--- config.mk ---
export PLATFORM = sky130hd
export DESIGN_NAME = year_seconds_to_calendar_bcd_top
export DESIGN_NICKNAME = d
export VERILOG_FILES = /design/src/ycb_pkg.sv /design/src/ycb_pipe.sv /design/src/year_seconds_to_calendar_bcd_top.sv
export SDC_FILE = /design/constraint.sdc
export NUM_CORES = 1
export LEC_CHECK = 0
export BUFFER_PORTS_ARGS = -buffer_cell sky130_fd_sc_hd__buf_4
export CAP_MARGIN = 20
export CORE_ASPECT_RATIO = 1.1
export CORE_UTILIZATION = 64
export CTS_CLUSTER_DIAMETER = 100
export DETAILED_ROUTE_END_ITERATION = 7
export PLACE_DENSITY = 0.91
export SYNTH_ARGS = -nofsm -noshare
export SYNTH_HDL_FRONTEND = slang
export SYNTH_HIERARCHICAL = 1
export SYNTH_SLANG_ARGS = --single-unit
--- constraint.sdc ---
create_clock -name clk -period 8.3 [get_ports clk]
set_input_delay 1.66 -clock clk [delete_from_list [all_inputs] [get_ports clk]]
set_output_delay 1.66 -clock clk [all_outputs]
set_load 0.01 [all_outputs]
--- src/ycb_pkg.sv ---
`timescale 1ns / 1ps

package ycb_pkg;

    typedef struct packed {
        logic [7:0]  year_offset;
        logic [24:0] seconds_in_year;
    } ycb_in_t;

    typedef struct packed {
        logic [15:0] year_bcd;
        logic [7:0]  month_bcd;
        logic [7:0]  day_bcd;
        logic [7:0]  hour_bcd;
        logic [7:0]  minute_bcd;
        logic [7:0]  second_bcd;
        logic        out_of_range;
    } ycb_out_t;

    localparam logic [11:0] EPOCH_RESET = 12'd1970;

    localparam logic [25:0] DAY_SECS  = 26'd86400;
    localparam logic [8:0]  YEAR_DAYS = 9'd365;

    // floor(x / d) as (x * M) >> K, exact over the stated input width
    localparam logic [18:0] RCP_DAY  = 19'd397683; // /675,  18-bit x, K = 28
    localparam logic [15:0] RCP_MIN  = 16'd34953;  // /15,   15-bit x, K = 19
    localparam logic [9:0]  RCP_HOUR = 10'd547;    // /15,    9-bit x, K = 13
    localparam logic [10:0] RCP_THOU = 11'd1049;   // /125,  10-bit x, K = 17
    localparam logic [8:0]  RCP_HUND = 9'd328;     // /25,    8-bit x, K = 13
    localparam logic [14:0] RCP_TEN  = 15'd205;    // /10,    7-bit x, K = 11

    // days before each month in a common year, last entry is the year length
    localparam logic [8:0] MONTH_START [0:12] = '{
        9'd0, 9'd31, 9'd59, 9'd90, 9'd120, 9'd151, 9'd181,
        9'd212, 9'd243, 9'd273, 9'd304, 9'd334, 9'd365
    };

    // two bcd digits of a value below 100
    function automatic logic [7:0] bcd2(input logic [6:0] v);
        logic [14:0] prod;
        logic [3:0]  tens;
        logic [6:0]  ones;
        prod = 15'(v) * RCP_TEN;
        tens = prod[14:11];
        ones = v - 7'(tens) * 7'd10;
        return {tens, ones[3:0]};
    endfunction

endpackage

--- src/ycb_pipe.sv ---
`timescale 1ns / 1ps

module ycb_pipe (
    input  logic             clk,
    input  logic             rst_n,
    input  logic             load,
    input  ycb_pkg::ycb_in_t request,
    input  logic [11:0]      epoch_year,
    output logic             done,
    output ycb_pkg::ycb_out_t result
);
    import ycb_pkg::*;

    // stage 0: input register
    logic        v0_reg;
    logic [24:0] secs0_reg;
    logic [7:0]  off0_reg;

    // stage 1: day of year
    logic        v1_reg;
    logic [24:0] secs1_reg;
    logic [8:0]  doy1_reg;
    logic [12:0] year1_reg;

    // stage 2: time of day, month and day
    logic        v2_reg;
    logic [16:0] tod2_reg;
    logic [3:0]  month2_reg;
    logic [4:0]  day2_reg;
    logic        oor2_reg;
    logic [12:0] year2_reg;
    logic [3:0]  yk2_reg;

    // stage 3: minutes of day
    logic        v3_reg;
    logic [16:0] tod3_reg;
    logic [10:0] mins3_reg;
    logic [9:0]  r1_3_reg;
    logic [3:0]  yk3_reg;
    logic [3:0]  month3_reg;
    logic [4:0]  day3_reg;
    logic        oor3_reg;

    // stage 4: hour and second
    logic        v4_reg;
    logic [10:0] mins4_reg;
    logic [4:0]  hour4_reg;
    logic [5:0]  sec4_reg;
    logic [9:0]  r1_4_reg;
    logic [3:0]  yh4_reg;
    logic [3:0]  yk4_reg;
    logic [3:0]  month4_reg;
    logic [4:0]  day4_reg;
    logic        oor4_reg;

    logic     done_reg;
    ycb_out_t result_reg;

    // stage 1 logic
    logic [36:0] doy_prod;
    logic [8:0]  doy1_next;
    logic [12:0] year1_next;

    // stage 2 logic
    logic [25:0] day_base;
    logic [25:0] tod_diff;
    logic        leap;
    logic        oor2_next;
    logic [11:0] below;
    logic [3:0]  month2_next;
    logic [4:0]  day2_next;
    logic [8:0]  mend;
    logic [8:0]  mstart;
    logic [20:0] yk_prod;

    // stage 3 logic
    logic [30:0] mins_prod;
    logic [12:0] r1_diff;

    // stage 4 logic
    logic [16:0] sec_diff;
    logic [18:0] hour_prod;
    logic [16:0] yh_prod;

    // output logic
    logic [10:0] min_diff;
    logic [9:0]  r2_diff;
    ycb_out_t    result_next;

    always_comb
    begin
        doy_prod   = 37'(secs0_reg[24:7]) * 37'(RCP_DAY);
        doy1_next  = doy_prod[36:28];
        year1_next = 13'(epoch_year) + 13'(off0_reg);
    end

    always_comb
    begin
        day_base  = 26'(doy1_reg) * DAY_SECS;
        tod_diff  = 26'(secs1_reg) - day_base;
        leap      = (year1_reg[1:0] == 2'b00);
        oor2_next = (doy1_reg >= YEAR_DAYS + 9'(leap));
        for (int m = 1; m <= 12; m++)
        begin
            mend         = MONTH_START[m] + ((m >= 2) ? 9'(leap) : 9'd0);
            below[m - 1] = (doy1_reg < mend);
        end
        month2_next = '0;
        day2_next   = '0;
        for (int m = 12; m >= 1; m--)
        begin
            mstart = MONTH_START[m - 1] + ((m >= 3) ? 9'(leap) : 9'd0);
            if (below[m - 1] && !oor2_next)
            begin
                month2_next = 4'(m);
                day2_next   = 5'(doy1_reg - mstart + 9'd1);
            end
        end
        yk_prod = 21'(year1_reg[12:3]) * 21'(RCP_THOU);
    end

    always_comb
    begin
        mins_prod = 31'(tod2_reg[16:2]) * 31'(RCP_MIN);
        r1_diff   = year2_reg - 13'(yk2_reg) * 13'd1000;
    end

    always_comb
    begin
        sec_diff  = tod3_reg - 17'(mins3_reg) * 17'd60;
        hour_prod = 19'(mins3_reg[10:2]) * 19'(RCP_HOUR);
        yh_prod   = 17'(r1_3_reg[9:2]) * 17'(RCP_HUND);
    end

    always_comb
    begin
        min_diff = mins4_reg - 11'(hour4_reg) * 11'd60;
        r2_diff  = r1_4_reg - 10'(yh4_reg) * 10'd100;
        result_next.year_bcd     = {yk4_reg, yh4_reg, bcd2(r2_diff[6:0])};
        result_next.month_bcd    = bcd2(7'(month4_reg));
        result_next.day_bcd      = bcd2(7'(day4_reg));
        result_next.hour_bcd     = bcd2(7'(hour4_reg));
        result_next.minute_bcd   = bcd2(min_diff[6:0]);
        result_next.second_bcd   = bcd2(7'(sec4_reg));
        result_next.out_of_range = oor4_reg;
    end

    always_ff @(posedge clk or negedge rst_n)
    begin
        if (!rst_n)
        begin
            v0_reg   <= 1'b0;
            v1_reg   <= 1'b0;
            v2_reg   <= 1'b0;
            v3_reg   <= 1'b0;
            v4_reg   <= 1'b0;
            done_reg <= 1'b0;
        end
        else
        begin
            v0_reg   <= load;
            v1_reg   <= v0_reg;
            v2_reg   <= v1_reg;
            v3_reg   <= v2_reg;
            v4_reg   <= v3_reg;
            done_reg <= v4_reg;
        end
    end

    always_ff @(posedge clk)
    begin
        secs0_reg  <= request.seconds_in_year;
        off0_reg   <= request.year_offset;

        secs1_reg  <= secs0_reg;
        doy1_reg   <= doy1_next;
        year1_reg  <= year1_next;

        tod2_reg   <= tod_diff[16:0];
        month2_reg <= month2_next;
        day2_reg   <= day2_next;
        oor2_reg   <= oor2_next;
        year2_reg  <= year1_reg;
        yk2_reg    <= yk_prod[20:17];

        tod3_reg   <= tod2_reg;
        mins3_reg  <= mins_prod[29:19];
        r1_3_reg   <= r1_diff[9:0];
        yk3_reg    <= yk2_reg;
        month3_reg <= month2_reg;
        day3_reg   <= day2_reg;
        oor3_reg   <= oor2_reg;

        mins4_reg  <= mins3_reg;
        hour4_reg  <= hour_prod[17:13];
        sec4_reg   <= sec_diff[5:0];
        r1_4_reg   <= r1_3_reg;
        yh4_reg    <= yh_prod[16:13];
        yk4_reg    <= yk3_reg;
        month4_reg <= month3_reg;
        day4_reg   <= day3_reg;
        oor4_reg   <= oor3_reg;

        result_reg <= result_next;
    end

    assign done   = done_reg;
    assign result = result_reg;

    a_latency: assert property (@(posedge clk) disable iff (!rst_n)
        load |-> ##6 done)
        else $error("word did not come out after six cycles");

    a_oor_zero: assert property (@(posedge clk) disable iff (!rst_n)
        done && result.out_of_range |-> result.month_bcd == 8'h00 && result.day_bcd == 8'h00)
        else $error("date fields not cleared past year end");

    a_date_set: assert property (@(posedge clk) disable iff (!rst_n)
        done && !result.out_of_range |-> result.month_bcd != 8'h00 && result.day_bcd != 8'h00)
        else $error("missing month or day in range");

    a_time_ok: assert property (@(posedge clk) disable iff (!rst_n)
        done |-> result.hour_bcd < 8'h24 && result.minute_bcd < 8'h60
                 && result.second_bcd < 8'h60)
        else $error("time of day digits out of range");

endmodule

--- src/year_seconds_to_calendar_bcd_top.sv ---
`timescale 1ns / 1ps

// calendar bcd converter: year offset plus seconds into the year to bcd date and time
// input word: request (year_offset, seconds_in_year), taken at a clock edge where
// start is high and busy is low; busy stays low, so a word can enter every cycle
// output word: result (year, month, day, hour, minute, second bcd, out_of_range),
// held for exactly one cycle while done is high; the receiver cannot stall
// a word taken at a clock edge passes the input, stage 1 to 4 and output registers
// before it shows on result with done high; throughput one word per cycle
// the latency is set by the six register stages around the constant divisions
// (seconds to days, days to month, minutes, hours, year digits)
// leap years use divisible-by-four only; seconds past the year end raise
// out_of_range with month and day at zero, time fields still valid
// configuration: cfg_we with cfg_data writes epoch_year; write it only while idle
// reset: epoch_year returns to 1970 and all words in flight are dropped
module year_seconds_to_calendar_bcd_top (
    input  logic              clk,
    input  logic              rst_n,
    input  logic              start,
    output logic              busy,
    input  ycb_pkg::ycb_in_t  request,
    output logic              done,
    output ycb_pkg::ycb_out_t result,
    input  logic              cfg_we,
    input  logic [11:0]       cfg_data
);
    import ycb_pkg::*;

    logic [11:0] epoch_reg;
    logic [11:0] epoch_next;
    logic        load;

    assign busy = 1'b0;
    assign load = start && !busy;

    always_comb
    begin
        epoch_next = epoch_reg;
        if (cfg_we)
        begin
            epoch_next = cfg_data;
        end
    end

    always_ff @(posedge clk or negedge rst_n)
    begin
        if (!rst_n)
        begin
            epoch_reg <= EPOCH_RESET;
        end
        else
        begin
            epoch_reg <= epoch_next;
        end
    end

    ycb_pipe u_pipe (
        .clk        (clk),
        .rst_n      (rst_n),
        .load       (load),
        .request    (request),
        .epoch_year (epoch_reg),
        .done       (done),
        .result     (result)
    );

endmodule

== After elaboration in Yosys (flattened, before gate mapping) ==
Index checks and enable logic that the tools add are counted.

* Logic and storage cells: 163
* Bits in registers: 264
* Input port bits: 49

* Multiplexer cells: 23
* Reduce and logical (&&, ||, !) cells: 16
* Add/subtract/negate cells: 46
* $mul: 22
* Order comparisons: 13

{| class="wikitable"
|+ Operators with widths
! kind !! count
|-
| $lt A9 B9 Y1 || 8
|-
| $add A5 B1 Y5 const B || 12
|-
| $mux W5 || 12
|-
| $sub A5 B5 Y5 || 10
|-
| $mul A18 B19 Y37 const B || 1
|-
| $add A8 B1 Y9 const A || 4
|-
| $add A9 B1 Y9 const A || 4
|-
| $mul A15 B16 Y30 const B || 1
|-
| $mul A7 B8 Y15 const B || 2
|-
| $mul A5 B8 Y13 const B || 2
|-
| $sub A4 B4 Y4 || 6
|-
| $mul A10 B11 Y21 const B || 1
|-
| $mux W4 || 5
|-
| $lt A9 B8 Y1 || 2
|-
| $mul A9 B10 Y18 const B || 1
|-
| $sub A17 B17 Y17 || 1
|-
| $add A7 B1 Y8 const A || 2
|-
| $mul A6 B8 Y14 const B || 1
|-
| $mul A8 B6 Y14 const B || 1
|-
| $sub A7 B7 Y7 || 2
|-
| $add A12 B8 Y13 || 1
|-
| $logic_and A1 B1 Y1 || 12
|-
| $mul A4 B8 Y12 const B || 1
|-
| $mux W3 || 4
|-
| 21 further kinds || 24
|}

== Depth between registers and ports, before layout ==
Gate-level depths: netlist of run 1.

* Depth after elaboration: 17
* Gate-level depth with buffers: 25
* Depth with buffers taken out: 25

== By module ==
Netlist of run 1, hierarchy kept.

{| class="wikitable"
|+ Modules (own cells, without submodules)
! module !! cells an instance !! instances !! area an instance (um^2)
|-
| ycb_pipe || 2,208 || 1 || 22,869.4
|-
| year_seconds_to_calendar_bcd_top || 27 || 1 || 504.2
|}

== Worst setup path before layout of run 1 ==
OpenSTA, ideal clock, no wires.

* Path kind: flip-flop to flip-flop
* Start point: reg u_pipe.hour4_reg[0]
* End point: reg u_pipe.result_reg (netlist bit u_pipe/result[12])
* Path slack: 1.936 ns
* Path buffers: 0
* Period minus slack after synthesis: 6.364 ns
* Cell stages (with the launch flop): 24
* Arrival time: 6.241 ns
* Cell sequence: dfxtp_1 fa_1 inv_1 fa_1 fa_1 ha_1 a21oi_1 xnor2_1 ha_1 ha_1 fa_1 inv_1 fa_1 inv_1 ha_1 a31o_2 a21o_1 a211oi_1 xnor2_1 ha_1 fa_1 xnor2_1 xnor2_1 xnor2_1

{| class="wikitable"
|+ RTL lines
! item !! line !! RTL
|-
| start, declared || ycb_pipe.sv:47 || <nowiki>logic [4:0] hour4_reg;</nowiki>
|-
| start signal, assigned || ycb_pipe.sv:195 || <nowiki>hour4_reg <= hour_prod[17:13];</nowiki>
|-
| end signal, assigned || ycb_pipe.sv:204 || <nowiki>result_reg <= result_next;</nowiki>
|-
| end, declared || ycb_pipe.sv:57 || <nowiki>ycb_out_t result_reg;</nowiki>
|}

==> flow_summary.html, run 1 <==
<table>
<tr><th>Metric</th><th>Value</th></tr>
<tr><th colspan="2">Clock network</th></tr>
<tr><td>Number of CTS-inserted buffers</td><td>29</td></tr>
<tr><td>Max Buffers Root-to-Sink</td><td>3</td></tr>
<tr><td>Count of instances resized after the clock tree is built</td><td>0</td></tr>
<tr><td>Number of buffers inserted by hold repair at cts</td><td>0</td></tr>
<tr><td>Insertion delay to the later sink of the worst-skew pair</td><td>~580 ps</td></tr>
<tr><td>Clock input transition at the sequential cells of the worst setup and hold paths</td><td>60 ps</td></tr>
<tr><td>CTS H-tree lvls</td><td>1</td></tr>
<tr><td>Count of clock tree sinks</td><td>264</td></tr>
<tr><td>Root cell of the clock tree</td><td>sky130_fd_sc_hd__clkbuf_16</td></tr>
<tr><td>Number of buffers inserted by post-CTS setup repair</td><td>0</td></tr>
<tr><td>TritonCTS clock tree</td><td>yes</td></tr>
<tr><th colspan="2">STA</th></tr>
<tr><td>Clock skew after layout</td><td>16.8 ps</td></tr>
<tr><td>Unrepaired setup endpoints after global routing</td><td>no</td></tr>
<tr><td>Final clock period utilization by the worst path</td><td>0.830</td></tr>
<tr><td>Number of setup violations in the final report</td><td>0</td></tr>
<tr><td>Slew at the pin closest to its max-slew limit</td><td>853 ps</td></tr>
<tr><td>Tmin final</td><td>just under 7000 ps</td></tr>
<tr><td>Maximum frequency from static timing analysis</td><td>approximately 150 MHz</td></tr>
<tr><td>Max-slew violation count</td><td>0</td></tr>
<tr><td>Final hold violation count</td><td>0</td></tr>
<tr><td>Setup total negative slack</td><td>0 ps</td></tr>
<tr><td>Worst slew slack as a fraction of its limit</td><td>0.430</td></tr>
<tr><th colspan="2">Worst setup path</th></tr>
<tr><td>Family with the most delay on the worst path</td><td>adder cells</td></tr>
<tr><td>Crit path cell chain</td><td>fa_1 &gt; inv_1 &gt; fa_1 &gt; fa_1 &gt; xor2_1 &gt; xnor2_1 &gt; xnor2_1 &gt; xnor2_1 &gt; ha_1 &gt; ha_1 &gt; fa_1 &gt; inv_1 &gt; fa_1 &gt; inv_1 &gt; ha_1 &gt; a31o_2 &gt; a21o_1 &gt; a211oi_1 &gt; xnor2_1 &gt; ha_1 &gt; fa_1 &gt; xnor2_1 &gt; xnor2_1 &gt; xnor2_1</td></tr>
<tr><td>WS Path Type</td><td>reg -&gt; reg</td></tr>
<tr><td>CP Depth</td><td>24</td></tr>
<tr><td>Arrival time of the worst setup path</td><td>approximately 7300 ps</td></tr>
<tr><td>Critical path peak fanout</td><td>7</td></tr>
<tr><td>Most frequent cell on the critical path</td><td>sky130_fd_sc_hd__xnor2_1</td></tr>
<tr><td>Maximum cell stage delay along the critical path</td><td>520 ps</td></tr>
<tr><td>Max stage delay cell, worst path</td><td>sky130_fd_sc_hd__fa_1</td></tr>
<tr><td>Type of element capturing the critical path</td><td>flip-flop</td></tr>
<tr><td>Element type at the critical path start</td><td>flip-flop</td></tr>
<tr><td>Sum of buffers and inverters on the critical path</td><td>3</td></tr>
<tr><td>Crit path required time</td><td>8750 ps</td></tr>
<tr><td>Worst reg-to-reg path cell count</td><td>24</td></tr>
<tr><th colspan="2">Synth</th></tr>
<tr><td>Part of the Yosys area used for sequential elements</td><td>0.230</td></tr>
<tr><td>Post-synth ARST share</td><td>0.0682</td></tr>
<tr><td>Post-synth cell types</td><td>75</td></tr>
<tr><td>Number of flip-flops and latches in the synthesized netlist</td><td>264</td></tr>
<tr><td>Avg Synthesized Cell Area</td><td>10.5 sq um</td></tr>
<tr><td>Synth Instances</td><td>2235</td></tr>
<tr><td>Number of warnings reported in the yosys synthesis log</td><td>6</td></tr>
<tr><td>Most used flip-flop cell after synthesis</td><td>sky130_fd_sc_hd__dfxtp_1</td></tr>
<tr><td>Post-synth EDFFs</td><td>0</td></tr>
<tr><td>Post-synthesis instance area</td><td>0.0234 sq mm</td></tr>
<tr><th colspan="2">Floorplanning</th></tr>
<tr><td>Die W</td><td>~180 microns</td></tr>
<tr><td>Io pins</td><td>108</td></tr>
<tr><td>Total Die Area</td><td>0.0373 sq mm</td></tr>
<tr><td>Rows</td><td>73</td></tr>
<tr><td>Area inside the core boundary</td><td>between 0.03 and 0.04 sq mm</td></tr>
<tr><td>Die H</td><td>202 microns</td></tr>
<tr><td>Initial Util</td><td>0.648</td></tr>
<tr><th colspan="2">Run</th></tr>
<tr><td>Number of max-capacitance violations reported</td><td>0</td></tr>
<tr><th colspan="2">Layout</th></tr>
<tr><td>Area grow syn2layout</td><td>10.2%</td></tr>
<tr><td>Antenna cells</td><td>0</td></tr>
<tr><td>Share of cells above drive strength 1</td><td>0.0859</td></tr>
<tr><td>Total number of nets in the final design</td><td>between 3000 and 4000</td></tr>
<tr><td>Flip-flop count of the largest register after layout</td><td>49</td></tr>
<tr><th colspan="2">Global routing</th></tr>
<tr><td>First-pass GRT wire length</td><td>80.6 mm</td></tr>
<tr><td>Antenna violations before repair</td><td>0</td></tr>
<tr><td>Number of global-route vias before repair</td><td>17242</td></tr>
<tr><td>Pin count of the biggest net entering global routing</td><td>19</td></tr>
<tr><td>Remaining global-route overflow</td><td>0</td></tr>
<tr><td>Global router's overall resource usage</td><td>0.269</td></tr>
<tr><th colspan="2">Worst hold path</th></tr>
<tr><td>Hold-critical path depth</td><td>0</td></tr>
<tr><td>Class of the worst hold path</td><td>reg -&gt; reg</td></tr>
<tr><th colspan="2">Detailed routing</th></tr>
<tr><td>Routed via count</td><td>between 15000 and 20000</td></tr>
<tr><td>Number of remaining DRC errors</td><td>0</td></tr>
<tr><td>Post-DR wirelength/cell</td><td>around 17 microns</td></tr>
<tr><td>Average via count per standard cell</td><td>5.52</td></tr>
<tr><td>Antenna-violating nets left</td><td>0</td></tr>
<tr><td>Sum of routed wire length over all layers</td><td>48.1 mm</td></tr>
<tr><td>Detailed Routing Iterations Pass 1</td><td>5</td></tr>
<tr><td>Number of DRC violations after detailed-routing iteration 0</td><td>690</td></tr>
<tr><th colspan="2">Place</th></tr>
<tr><td>Placer Congestion</td><td>0.965</td></tr>
<tr><td>Count of input and output buffers</td><td>98</td></tr>
<tr><td>Half-perimeter wire length of the detailed placement result</td><td>about 39 mm</td></tr>
<tr><th colspan="2">Status</th></tr>
<tr><td>Result of the run</td><td>completed</td></tr>
</table>
-- cell usage in the layout (no fill, tap or decap), types with 15 or more instances in the layout --
master | Yosys | layout
sky130_fd_sc_hd__nand2_1 | 56 | 56
sky130_fd_sc_hd__clkbuf_16 | 0 | 29
sky130_fd_sc_hd__or2_2 | 15 | 15
sky130_fd_sc_hd__fa_1 | 185 | 185
sky130_fd_sc_hd__xnor2_1 | 97 | 97
sky130_fd_sc_hd__o21ai_0 | 45 | 45
sky130_fd_sc_hd__a21o_1 | 34 | 34
sky130_fd_sc_hd__buf_4 | 9 | 99
sky130_fd_sc_hd__inv_1 | 465 | 465
sky130_fd_sc_hd__nand3_1 | 23 | 23
sky130_fd_sc_hd__a21oi_1 | 67 | 67
sky130_fd_sc_hd__ha_1 | 632 | 632
sky130_fd_sc_hd__nor2_1 | 50 | 50
sky130_fd_sc_hd__dfxtp_1 | 246 | 246
sky130_fd_sc_hd__nor2b_1 | 17 | 17
sky130_fd_sc_hd__a31oi_1 | 20 | 20
sky130_fd_sc_hd__xor2_1 | 41 | 41
sky130_fd_sc_hd__nor3_1 | 25 | 25
-- synth_stat cells (14+ instances only) --
cell | count | share of area
sky130_fd_sc_hd__a21o_1 | 34 | 0.011
sky130_fd_sc_hd__ha_1 | 632 | 0.34
sky130_fd_sc_hd__fa_1 | 185 | 0.16
sky130_fd_sc_hd__inv_1 | 465 | 0.075
sky130_fd_sc_hd__o21ai_0 | 45 | 0.0096
sky130_fd_sc_hd__xor2_1 | 41 | 0.015
sky130_fd_sc_hd__nor2b_1 | 17 | 0.0045
sky130_fd_sc_hd__nor2_1 | 50 | 0.0080
sky130_fd_sc_hd__a211oi_1 | 14 | 0.0045
sky130_fd_sc_hd__a31oi_1 | 20 | 0.0054
sky130_fd_sc_hd__nand3_1 | 23 | 0.0049
sky130_fd_sc_hd__nand2_1 | 56 | 0.0090
sky130_fd_sc_hd__nor3_1 | 25 | 0.0054
sky130_fd_sc_hd__or2_2 | 15 | 0.0040
sky130_fd_sc_hd__dfxtp_1 | 246 | 0.21
sky130_fd_sc_hd__a21oi_1 | 67 | 0.014
sky130_fd_sc_hd__xnor2_1 | 97 | 0.036
-- routing by layer --
| layer | GRT usage | part of all wire | wire, microns |
|---|---|---|---|
| met1 | 0.298 | 0.39 | 18800 |
| met2 | 0.522 | 0.55 | 26300 |
| met3 | 0.0281 | 0.034 | 1620 |
| met4 | 0.0935 | 0.028 | 1330 |
| met5 | 0 | 0 | 0 |
-- per-stage QoR --
step	worst slack [ps]	utilization	std cells	hold slack [ps]	area (sq um)
3_5_place_dp	1320	0.683	2810	312	24600
5_1_grt	1030	0.714	2863	328	25800
4_1_cts	1310	0.714	2862	324	25800
6_report	1410	0.714	2863	322	25800
3_3_place_gp	1610	0.683	2810	310	24600
2_1_floorplan	1940	-	2242	310	23400
-- worst register-to-register path, stage by stage, from the launching register on --
cell	delay [ps]
sky130_fd_sc_hd__dfxtp_1	510
sky130_fd_sc_hd__fa_1	500
sky130_fd_sc_hd__inv_1	90
sky130_fd_sc_hd__fa_1	450
sky130_fd_sc_hd__fa_1	440
sky130_fd_sc_hd__xor2_1	180
sky130_fd_sc_hd__xnor2_1	190
sky130_fd_sc_hd__xnor2_1	100
sky130_fd_sc_hd__xnor2_1	270
sky130_fd_sc_hd__ha_1	300
sky130_fd_sc_hd__ha_1	300
sky130_fd_sc_hd__fa_1	520
sky130_fd_sc_hd__inv_1	60
sky130_fd_sc_hd__fa_1	520
sky130_fd_sc_hd__inv_1	50
sky130_fd_sc_hd__ha_1	290
sky130_fd_sc_hd__a31o_2	210
sky130_fd_sc_hd__a21o_1	200
sky130_fd_sc_hd__a211oi_1	380
sky130_fd_sc_hd__xnor2_1	200
sky130_fd_sc_hd__ha_1	240
sky130_fd_sc_hd__fa_1	380
sky130_fd_sc_hd__xnor2_1	140
sky130_fd_sc_hd__xnor2_1	130
sky130_fd_sc_hd__xnor2_1	130
-- cells by family after synthesis --
logic type / count (synthesis) / share of synthesized area
AO/OA/AOI/OAI: 275 / 0.0800
multiplexers: 15 / 0.00873
XOR/XNOR: 139 / 0.0527
other: 2 / 0.000321
AND/OR/NAND/NOR: 240 / 0.0517
flip-flops: 264 / 0.230
buffers and inverters: 483 / 0.0795
adder cells (fa/ha/maj): 817 / 0.497
-- final cells by class --
| cell class | count | area (sq um) |
|---|---|---|
| clock inverter | 16 | 318 |
| fill | 2370 | 10300 |
| tap | 487 | 609 |
| inverter | 466 | 1750 |
| timing repair buffer | 99 | 743 |
| sequential | 264 | 5380 |
| clock buffer | 36 | 802 |
| multi-input combinational | 1495 | 16200 |
-- final timing paths --
kind,startpoint,end,slack (ps)
setup / recovery,u_pipe/hour4_reg[2],u_pipe/result[12],1410
setup reg to reg,u_pipe/hour4_reg[2],u_pipe/result[12],1410
max in group asynchronous,rst_n,epoch_reg[1],7110
min in group asynchronous,rst_n,epoch_reg[6],930
hold / removal,u_pipe/month2_reg[3],u_pipe/month3_reg[3],320
hold reg to reg,u_pipe/month2_reg[3],u_pipe/month3_reg[3],320
Power of run 1 is not shown: default switching activity piles up to over one toggle a cycle in this logic, so the estimate is an artifact.
==> inputs of run 2 (changes only) <==
--- a/config.mk
+++ b/config.mk
@@ -5,13 +5,14 @@
 export SDC_FILE = /design/constraint.sdc
 export NUM_CORES = 1
 export LEC_CHECK = 0
+export ABC_AREA = 1
 export BUFFER_PORTS_ARGS = -buffer_cell sky130_fd_sc_hd__buf_4
 export CAP_MARGIN = 20
 export CORE_ASPECT_RATIO = 1.1
-export CORE_UTILIZATION = 64
+export CORE_UTILIZATION = 58
 export CTS_CLUSTER_DIAMETER = 100
 export DETAILED_ROUTE_END_ITERATION = 7
-export PLACE_DENSITY = 0.91
+export PLACE_DENSITY = 0.87
 export SYNTH_ARGS = -nofsm -noshare
 export SYNTH_HDL_FRONTEND = slang
 export SYNTH_HIERARCHICAL = 1
==> constraint.sdc (replaced) <==
create_clock -name clk -period 6.2 [get_ports clk]
set_input_delay 1.24 -clock clk [delete_from_list [all_inputs] [get_ports clk]]
set_output_delay 1.24 -clock clk [all_outputs]
set_load 0.01 [all_outputs]
==> flow_summary.html, run 2 <==
<table>
<tr><th>Metric</th><th>Value</th></tr>
<tr><th colspan="2">Run</th></tr>
<tr><td>Number of max-capacitance violations reported</td><td>0</td></tr>
<tr><th colspan="2">STA</th></tr>
<tr><td>Max-slew violation count</td><td>0</td></tr>
<tr><td>Clock skew after layout</td><td>about 19 ps</td></tr>
<tr><td>Tmin final</td><td>6510 ps</td></tr>
<tr><td>Final hold violation count</td><td>0</td></tr>
<tr><td>Worst slew slack as a fraction of its limit</td><td>0.447</td></tr>
<tr><td>Worst hold margin</td><td>321 ps</td></tr>
<tr><td>Setup ws final</td><td>-314 ps</td></tr>
<tr><td>Final clock period utilization by the worst path</td><td>1.05</td></tr>
<tr><td>Number of setup violations in the final report</td><td>1</td></tr>
<tr><td>Maximum frequency from static timing analysis</td><td>154 MHz</td></tr>
<tr><td>Unrepaired setup endpoints after global routing</td><td>yes</td></tr>
<tr><td>Slew at the pin closest to its max-slew limit</td><td>828 ps</td></tr>
<tr><th colspan="2">Floorplanning</th></tr>
<tr><td>Die H</td><td>between 200 and 250 microns</td></tr>
<tr><td>Die W</td><td>196 microns</td></tr>
<tr><td>Total Die Area</td><td>about 0.042 sq mm</td></tr>
<tr><td>Initial Util</td><td>0.587</td></tr>
<tr><td>Io pins</td><td>108</td></tr>
<tr><td>Rows</td><td>78</td></tr>
<tr><td>Area inside the core boundary</td><td>0.0411 sq mm</td></tr>
<tr><th colspan="2">Detailed routing</th></tr>
<tr><td>Number of DRC violations after detailed-routing iteration 0</td><td>just under 700</td></tr>
<tr><td>Routed via count</td><td>17232</td></tr>
<tr><td>Met1 Routed Length</td><td>between 15 and 20 mm</td></tr>
<tr><td>Post-DR wirelength/cell</td><td>15.1 microns</td></tr>
<tr><td>Average via count per standard cell</td><td>5.23</td></tr>
<tr><td>Uppermost signal routing layer after detailed routing</td><td>met4</td></tr>
<tr><td>Sum of routed wire length over all layers</td><td>roughly 50 mm</td></tr>
<tr><td>Met3 Wirelength</td><td>approximately 1.8 mm</td></tr>
<tr><td>Total met2 wirelength after detailed routing</td><td>26.5 mm</td></tr>
<tr><td>Antenna-violating nets left</td><td>0</td></tr>
<tr><td>Detailed Routing Iterations Pass 1</td><td>5</td></tr>
<tr><td>Number of remaining DRC errors</td><td>0</td></tr>
<tr><th colspan="2">Clock network</th></tr>
<tr><td>Number of CTS-inserted buffers</td><td>29</td></tr>
<tr><td>Clock input transition at the sequential cells of the worst setup and hold paths</td><td>60 ps</td></tr>
<tr><td>Number of buffers inserted by hold repair at cts</td><td>0</td></tr>
<tr><td>Insertion delay to the later sink of the worst-skew pair</td><td>560 ps</td></tr>
<tr><td>Count of clock tree sinks</td><td>264</td></tr>
<tr><td>Root cell of the clock tree</td><td>sky130_fd_sc_hd__clkbuf_16</td></tr>
<tr><td>Max Buffers Root-to-Sink</td><td>3</td></tr>
<tr><td>TritonCTS clock tree</td><td>yes</td></tr>
<tr><td>CTS H-tree lvls</td><td>1</td></tr>
<tr><th colspan="2">Worst hold path</th></tr>
<tr><td>Class of the worst hold path</td><td>reg -&gt; reg</td></tr>
<tr><th colspan="2">Worst setup path</th></tr>
<tr><td>Arrival time of the worst setup path</td><td>6980 ps</td></tr>
<tr><td>Maximum cell stage delay along the critical path</td><td>560 ps</td></tr>
<tr><td>Element type at the critical path start</td><td>flip-flop</td></tr>
<tr><td>Max stage delay cell, worst path</td><td>sky130_fd_sc_hd__fa_1</td></tr>
<tr><td>Family with the most delay on the worst path</td><td>adder cells</td></tr>
<tr><td>Type of element capturing the critical path</td><td>flip-flop</td></tr>
<tr><td>WS Path Type</td><td>reg -&gt; reg</td></tr>
<tr><td>Crit path required time</td><td>between 6000 and 7000 ps</td></tr>
<tr><td>Sum of buffers and inverters on the critical path</td><td>13</td></tr>
<tr><td>Most frequent cell on the critical path</td><td>sky130_fd_sc_hd__buf_4</td></tr>
<tr><td>Critical path peak fanout</td><td>3</td></tr>
<tr><th colspan="2">Synth</th></tr>
<tr><td>Number of flip-flops and latches in the synthesized netlist</td><td>264</td></tr>
<tr><td>Post-synth ARST share</td><td>0.0682</td></tr>
<tr><td>Post-synth EDFFs</td><td>0</td></tr>
<tr><td>Synth area leader</td><td>sky130_fd_sc_hd__ha_1</td></tr>
<tr><td>Number of warnings reported in the yosys synthesis log</td><td>6</td></tr>
<tr><td>Most used flip-flop cell after synthesis</td><td>sky130_fd_sc_hd__dfxtp_1</td></tr>
<tr><td>Avg Synthesized Cell Area</td><td>~9.4 sq um</td></tr>
<tr><td>Synth Instances</td><td>2567</td></tr>
<tr><td>Synth top area cells</td><td>sky130_fd_sc_hd__ha_1 (33%), sky130_fd_sc_hd__dfxtp_1 (20%), sky130_fd_sc_hd__fa_1 (15%)</td></tr>
<tr><td>Post-synthesis instance area</td><td>0.0241 sq mm</td></tr>
<tr><td>Cell with the most instances after synthesis</td><td>sky130_fd_sc_hd__ha_1</td></tr>
<tr><td>Post-synth cell types</td><td>50</td></tr>
<tr><td>Commonest cells in the synthesized netlist</td><td>sky130_fd_sc_hd__ha_1 (632), sky130_fd_sc_hd__inv_1 (557), sky130_fd_sc_hd__nand2_1 (297)</td></tr>
<tr><td>Part of the Yosys area used for sequential elements</td><td>0.223</td></tr>
<tr><td>Share of the synthesized area in the top cell type</td><td>0.328</td></tr>
<tr><th colspan="2">Layout</th></tr>
<tr><td>Commonest non-fill, non-tap cell in the layout</td><td>sky130_fd_sc_hd__ha_1</td></tr>
<tr><td>Total number of nets in the final design</td><td>3581</td></tr>
<tr><td>Area grow syn2layout</td><td>11.4%</td></tr>
<tr><td>Flip-flop count of the largest register after layout</td><td>49</td></tr>
<tr><td>Cell area after layout</td><td>0.0269 sq mm</td></tr>
<tr><td>Share of cells above drive strength 1</td><td>0.0924</td></tr>
<tr><td>Most frequent cells in the layout</td><td>sky130_fd_sc_hd__ha_1 (625), sky130_fd_sc_hd__inv_1 (552), sky130_fd_sc_hd__nand2_1 (295)</td></tr>
<tr><td>Antenna cells</td><td>0</td></tr>
<tr><th colspan="2">Place</th></tr>
<tr><td>Half-perimeter wire length of the detailed placement result</td><td>41.5 mm</td></tr>
<tr><td>Placer Congestion</td><td>0.962</td></tr>
<tr><td>Post-Place Cell Area</td><td>0.0256 sq mm</td></tr>
<tr><td>Count of input and output buffers</td><td>98</td></tr>
<tr><td>Placement-stage worst setup slack</td><td>-464 ps</td></tr>
<tr><th colspan="2">Global routing</th></tr>
<tr><td>Remaining global-route overflow</td><td>0</td></tr>
<tr><td>Number of global-route vias before repair</td><td>18883</td></tr>
<tr><td>Antenna violations before repair</td><td>0</td></tr>
<tr><td>First-pass GRT wire length</td><td>roughly 85 mm</td></tr>
<tr><td>Pin count of the biggest net entering global routing</td><td>19</td></tr>
<tr><td>Global router's overall resource usage</td><td>0.244</td></tr>
<tr><th colspan="2">Status</th></tr>
<tr><td>Result of the run</td><td>finished, violations left</td></tr>
<tr><td>Violated checks</td><td>negative setup slack</td></tr>
</table>
## run 2: cell types whose count changed in the layout (fill, tap and decap cells not counted), sizes merged, moves of 15 or more
cell   previous run  this run
nand2            56       300
inv             471       570
a21oi            67       129
xor2             41        79
xnor2            97        62
nor2             52        86
nand3            23        53
a21o             34         6
buf              99       123
nor2b            17         0
o21ai            48        63
## run 2: final timing paths
path	from	endpoint	slack, ps	depth (start not counted)
setup / recovery	u_pipe/hour4_reg[1]	u_pipe/result[12]	-310	35
hold / removal	u_pipe/day3_reg[0]	u_pipe/day4_reg[0]	320	0
setup reg to reg	u_pipe/hour4_reg[1]	u_pipe/result[12]	-310	35
hold reg to reg	u_pipe/day3_reg[0]	u_pipe/day4_reg[0]	320	0
max in group asynchronous	rst_n	epoch_reg[10]	5410	1
min in group asynchronous	rst_n	epoch_reg[2]	540	1
## run 2: stage by stage
| stage | util | instances | TNS (ps) |
|---|---|---|---|
| after floorplan | - | 2574 | -136 |
| after global placement | 0.624 | 3234 | -291 |
| after detailed placement | 0.624 | 3234 | -598 |
| after CTS | 0.652 | 3295 | -443 |
| after global routing | 0.654 | 3297 | -816 |
| final | 0.654 | 3297 | -314 |
## run 2: per-layer routing
| layer | vias to the layer above | track usage |
|---|---|---|
| met5 | - | 0 |
| met2 | 355 | 0.475 |
| met3 | 127 | 0.0272 |
| met4 | 0 | 0.0961 |
| li1 | 8505 | - |
| met1 | 8245 | 0.264 |
## run 2: cells by family after synthesis
logic type | after synthesis | synth area share
other cells | 2 | 0.000311
compound gates | 257 | 0.0613
fa+ha+maj | 817 | 0.481
xor+xnor | 141 | 0.0512
buf+inv | 580 | 0.0926
simple gates | 506 | 0.0904
flops | 264 | 0.223
## run 2: what timing repair did
action / 4_1_cts / 5_1_grt
endpoints found under the setup margin: 2 / 2
setup buffers: 8 / 2
pin swaps: 23 / 19
resized for setup: 9 / 15
## run 2: layout make-up
cell class	instances	area, sq um
Sequential cell	264	5390
Clock inverter	14	210
Clock buffer	39	843
Fill cell	3122	14200
Inverter	567	2130
Timing Repair Buffer	123	923
Tap cell	560	701
Multi-Input combinational cell	1730	16700
## run 2: worst register-to-register path, delay by kind of cell (launching register included)
kind / cells / cell delay, ps
AND/OR/NAND/NOR: 7 / 490
AO/OA/AOI/OAI: 3 / 360
XOR/XNOR: 3 / 440
buffers and inverters: 13 / 1180
adder cells (fa/ha/maj): 9 / 3610
flip-flops: 1 / 330
Power of run 2 is left out for the same reason.
==> inputs of run 3 (changes only) <==
--- a/config.mk
+++ b/config.mk
@@ -6,12 +6,12 @@
 export NUM_CORES = 1
 export LEC_CHECK = 0
 export ABC_AREA = 1
-export BUFFER_PORTS_ARGS = -buffer_cell sky130_fd_sc_hd__buf_4
 export CAP_MARGIN = 20
 export CORE_ASPECT_RATIO = 1.1
-export CORE_UTILIZATION = 58
+export CORE_UTILIZATION = 60
 export CTS_CLUSTER_DIAMETER = 100
 export DETAILED_ROUTE_END_ITERATION = 7
+export DONT_BUFFER_PORTS = 1
 export PLACE_DENSITY = 0.87
 export SYNTH_ARGS = -nofsm -noshare
 export SYNTH_HDL_FRONTEND = slang
==> flow_summary.html, run 3 (same netlist as run 2, synthesis figures left out) <==
<table>
<tr><th>Metric</th><th>Value</th></tr>
<tr><th colspan="2">STA</th></tr>
<tr><td>Final hold violation count</td><td>0</td></tr>
<tr><td>Unrepaired setup endpoints after global routing</td><td>yes</td></tr>
<tr><td>Slew at the pin closest to its max-slew limit</td><td>788 ps</td></tr>
<tr><td>Clock skew after layout</td><td>25.6 ps</td></tr>
<tr><td>Maximum frequency from static timing analysis</td><td>150 MHz</td></tr>
<tr><td>Number of setup violations in the final report</td><td>2</td></tr>
<tr><td>Max-slew violation count</td><td>0</td></tr>
<tr><td>Worst slew slack as a fraction of its limit</td><td>0.474</td></tr>
<tr><td>Final clock period utilization by the worst path</td><td>1.07</td></tr>
<tr><td>Tmin final</td><td>~6700 ps</td></tr>
<tr><td>Setup ws final</td><td>-460 ps</td></tr>
<tr><th colspan="2">Layout</th></tr>
<tr><td>Antenna cells</td><td>0</td></tr>
<tr><td>Area grow syn2layout</td><td>7.63%</td></tr>
<tr><td>Sequential standard cell area</td><td>~0.0054 sq mm</td></tr>
<tr><td>Total number of nets in the final design</td><td>3484</td></tr>
<tr><td>Filler Cells Inserted</td><td>about 3000</td></tr>
<tr><td>Area taken by multi-input logic gates</td><td>0.0167 sq mm</td></tr>
<tr><td>Share of cells above drive strength 1</td><td>0.0587</td></tr>
<tr><td>Cell area after layout</td><td>roughly 0.026 sq mm</td></tr>
<tr><td>Commonest non-fill, non-tap cell in the layout</td><td>sky130_fd_sc_hd__ha_1</td></tr>
<tr><td>Most frequent cells in the layout</td><td>sky130_fd_sc_hd__ha_1 (625), sky130_fd_sc_hd__inv_1 (551), sky130_fd_sc_hd__nand2_1 (294)</td></tr>
<tr><td>Flip-flop count of the largest register after layout</td><td>49</td></tr>
<tr><th colspan="2">Global routing</th></tr>
<tr><td>Remaining global-route overflow</td><td>0</td></tr>
<tr><td>Pin count of the biggest net entering global routing</td><td>19</td></tr>
<tr><td>Global router's overall resource usage</td><td>0.246</td></tr>
<tr><td>Number of global-route vias before repair</td><td>between 15000 and 20000</td></tr>
<tr><td>First-pass GRT wire length</td><td>around 83 mm</td></tr>
<tr><td>Antenna violations before repair</td><td>0</td></tr>
<tr><th colspan="2">Worst setup path</th></tr>
<tr><td>WS Path Type</td><td>reg -&gt; reg</td></tr>
<tr><td>Maximum cell stage delay along the critical path</td><td>roughly 550 ps</td></tr>
<tr><td>Arrival time of the worst setup path</td><td>7130 ps</td></tr>
<tr><td>Crit path required time</td><td>6670 ps</td></tr>
<tr><td>Element type at the critical path start</td><td>flip-flop</td></tr>
<tr><td>Worst r2r src</td><td>u_pipe/hour4_reg[1]</td></tr>
<tr><td>Most frequent cell on the critical path</td><td>sky130_fd_sc_hd__fa_1</td></tr>
<tr><td>Max stage delay cell, worst path</td><td>sky130_fd_sc_hd__fa_1</td></tr>
<tr><td>Start point of the critical path</td><td>u_pipe/hour4_reg[1]</td></tr>
<tr><td>Type of element capturing the critical path</td><td>flip-flop</td></tr>
<tr><td>Critical path peak fanout</td><td>3</td></tr>
<tr><td>Worst reg-to-reg path cell count</td><td>33</td></tr>
<tr><th colspan="2">Clock network</th></tr>
<tr><td>Number of buffers inserted by hold repair at cts</td><td>0</td></tr>
<tr><td>TritonCTS clock tree</td><td>yes</td></tr>
<tr><td>Number of CTS-inserted buffers</td><td>29</td></tr>
<tr><td>Root cell of the clock tree</td><td>sky130_fd_sc_hd__clkbuf_16</td></tr>
<tr><td>Insertion delay to the later sink of the worst-skew pair</td><td>a little under 600 ps</td></tr>
<tr><td>Clock input transition at the sequential cells of the worst setup and hold paths</td><td>60 ps</td></tr>
<tr><td>Count of clock tree sinks</td><td>between 200 and 300</td></tr>
<tr><td>Max Buffers Root-to-Sink</td><td>3</td></tr>
<tr><td>CTS H-tree lvls</td><td>1</td></tr>
<tr><th colspan="2">Run</th></tr>
<tr><td>Number of max-capacitance violations reported</td><td>0</td></tr>
<tr><th colspan="2">Floorplanning</th></tr>
<tr><td>Total Die Area</td><td>about 0.04 sq mm</td></tr>
<tr><td>Area inside the core boundary</td><td>0.0394 sq mm</td></tr>
<tr><td>Die H</td><td>212 microns</td></tr>
<tr><td>Die W</td><td>193 microns</td></tr>
<tr><td>Initial Util</td><td>0.613</td></tr>
<tr><td>Rows</td><td>76</td></tr>
<tr><td>Io pins</td><td>approximately 110</td></tr>
<tr><th colspan="2">Place</th></tr>
<tr><td>Placer Congestion</td><td>0.959</td></tr>
<tr><td>Post-Place Cell Area</td><td>0.0248 sq mm</td></tr>
<tr><td>Half-perimeter wire length of the detailed placement result</td><td>40.2 mm</td></tr>
<tr><td>Count of input and output buffers</td><td>0</td></tr>
<tr><th colspan="2">Worst hold path</th></tr>
<tr><td>Class of the worst hold path</td><td>reg -&gt; reg</td></tr>
<tr><td>Start point of the worst hold path</td><td>u_pipe/day2_reg[4]</td></tr>
<tr><td>Hold-critical path depth</td><td>0</td></tr>
<tr><th colspan="2">Detailed routing</th></tr>
<tr><td>Detailed Routing Iterations Pass 1</td><td>8</td></tr>
<tr><td>Sum of routed wire length over all layers</td><td>48.9 mm</td></tr>
<tr><td>Number of DRC violations after detailed-routing iteration 0</td><td>664</td></tr>
<tr><td>Routed via count</td><td>approximately 17000</td></tr>
<tr><td>Number of remaining DRC errors</td><td>3</td></tr>
<tr><td>Average via count per standard cell</td><td>around 5.4</td></tr>
<tr><td>Post-DR wirelength/cell</td><td>15.6 microns</td></tr>
<tr><td>Antenna-violating nets left</td><td>0</td></tr>
<tr><th colspan="2">Status</th></tr>
<tr><td>Result of the run</td><td>finished, violations left</td></tr>
<tr><td>Violated checks</td><td>design-rule violations, negative setup slack</td></tr>
</table>
run 3: changes by cell type in the layout (fill, tap and decap cells not counted), sizes merged:
cell,previous run,this run
buf,123,26
clkinv,6,10
bufinv,5,2
clkbuf,39,36
clkinvlp,0,2
inv,570,569
run 3: metal layers:
layer | track usage | routed length (microns)
met1 | 0.262 | 19200
met2 | 0.476 | 25600
met3 | 0.0330 | 1990
met4 | 0.120 | 2230
met5 | 0 | 0
run 3: area by class of cell:
cell class,count,area share
Clock buffer,36,0.0309
Sequential cell,264,0.207
Clock inverter,16,0.00549
Multi-Input combinational cell,1730,0.642
Inverter,567,0.0821
Timing Repair Buffer,26,0.00751
Tap cell,507,0.0244
run 3: per-stage QoR:
step / instances / util / setup WS, ps / hold WS [ps] / setup TNS, ps
floorplan: 2574 / - / -136 / 310 / -136
global placement: 3083 / 0.631 / -299 / 312 / -299
detailed placement: 3083 / 0.631 / -521 / 312 / -674
CTS: 3144 / 0.657 / -420 / 320 / -477
global route: 3146 / 0.660 / -721 / 322 / -992
finish: 3146 / 0.660 / -460 / 320 / -525
run 3: worst max-delay path: cells and delay by family, from the launching register on:
kind / cells / cell delay [ps]
AO/OA/AOI/OAI: 2 / 200
XOR/XNOR: 4 / 660
adder cells (fa/ha/maj): 11 / 4180
buffers and inverters: 8 / 460
flip-flops: 1 / 330
AND/OR/NAND/NOR: 8 / 700
run 3: path summary, 6_finish.rpt:
check                                           to  slack, ps
worst max-delay path             u_pipe/result[12]       -460
worst min-delay path            u_pipe/day3_reg[4]        320
worst max register to register   u_pipe/result[12]       -460
worst min register to register  u_pipe/day3_reg[4]        320
max in group asynchronous             epoch_reg[1]       5660
min in group asynchronous             epoch_reg[6]        370
run 3: what timing repair did:
action / 4_1_cts / 5_1_grt
pin swaps: 24 / 21
hold endpoints to repair: 0 / 0
gates resized for setup: 8 / 17
buffers inserted: 9 / 2
setup endpoints to repair: 2 / 2
Power of run 3 is left out for the same reason.
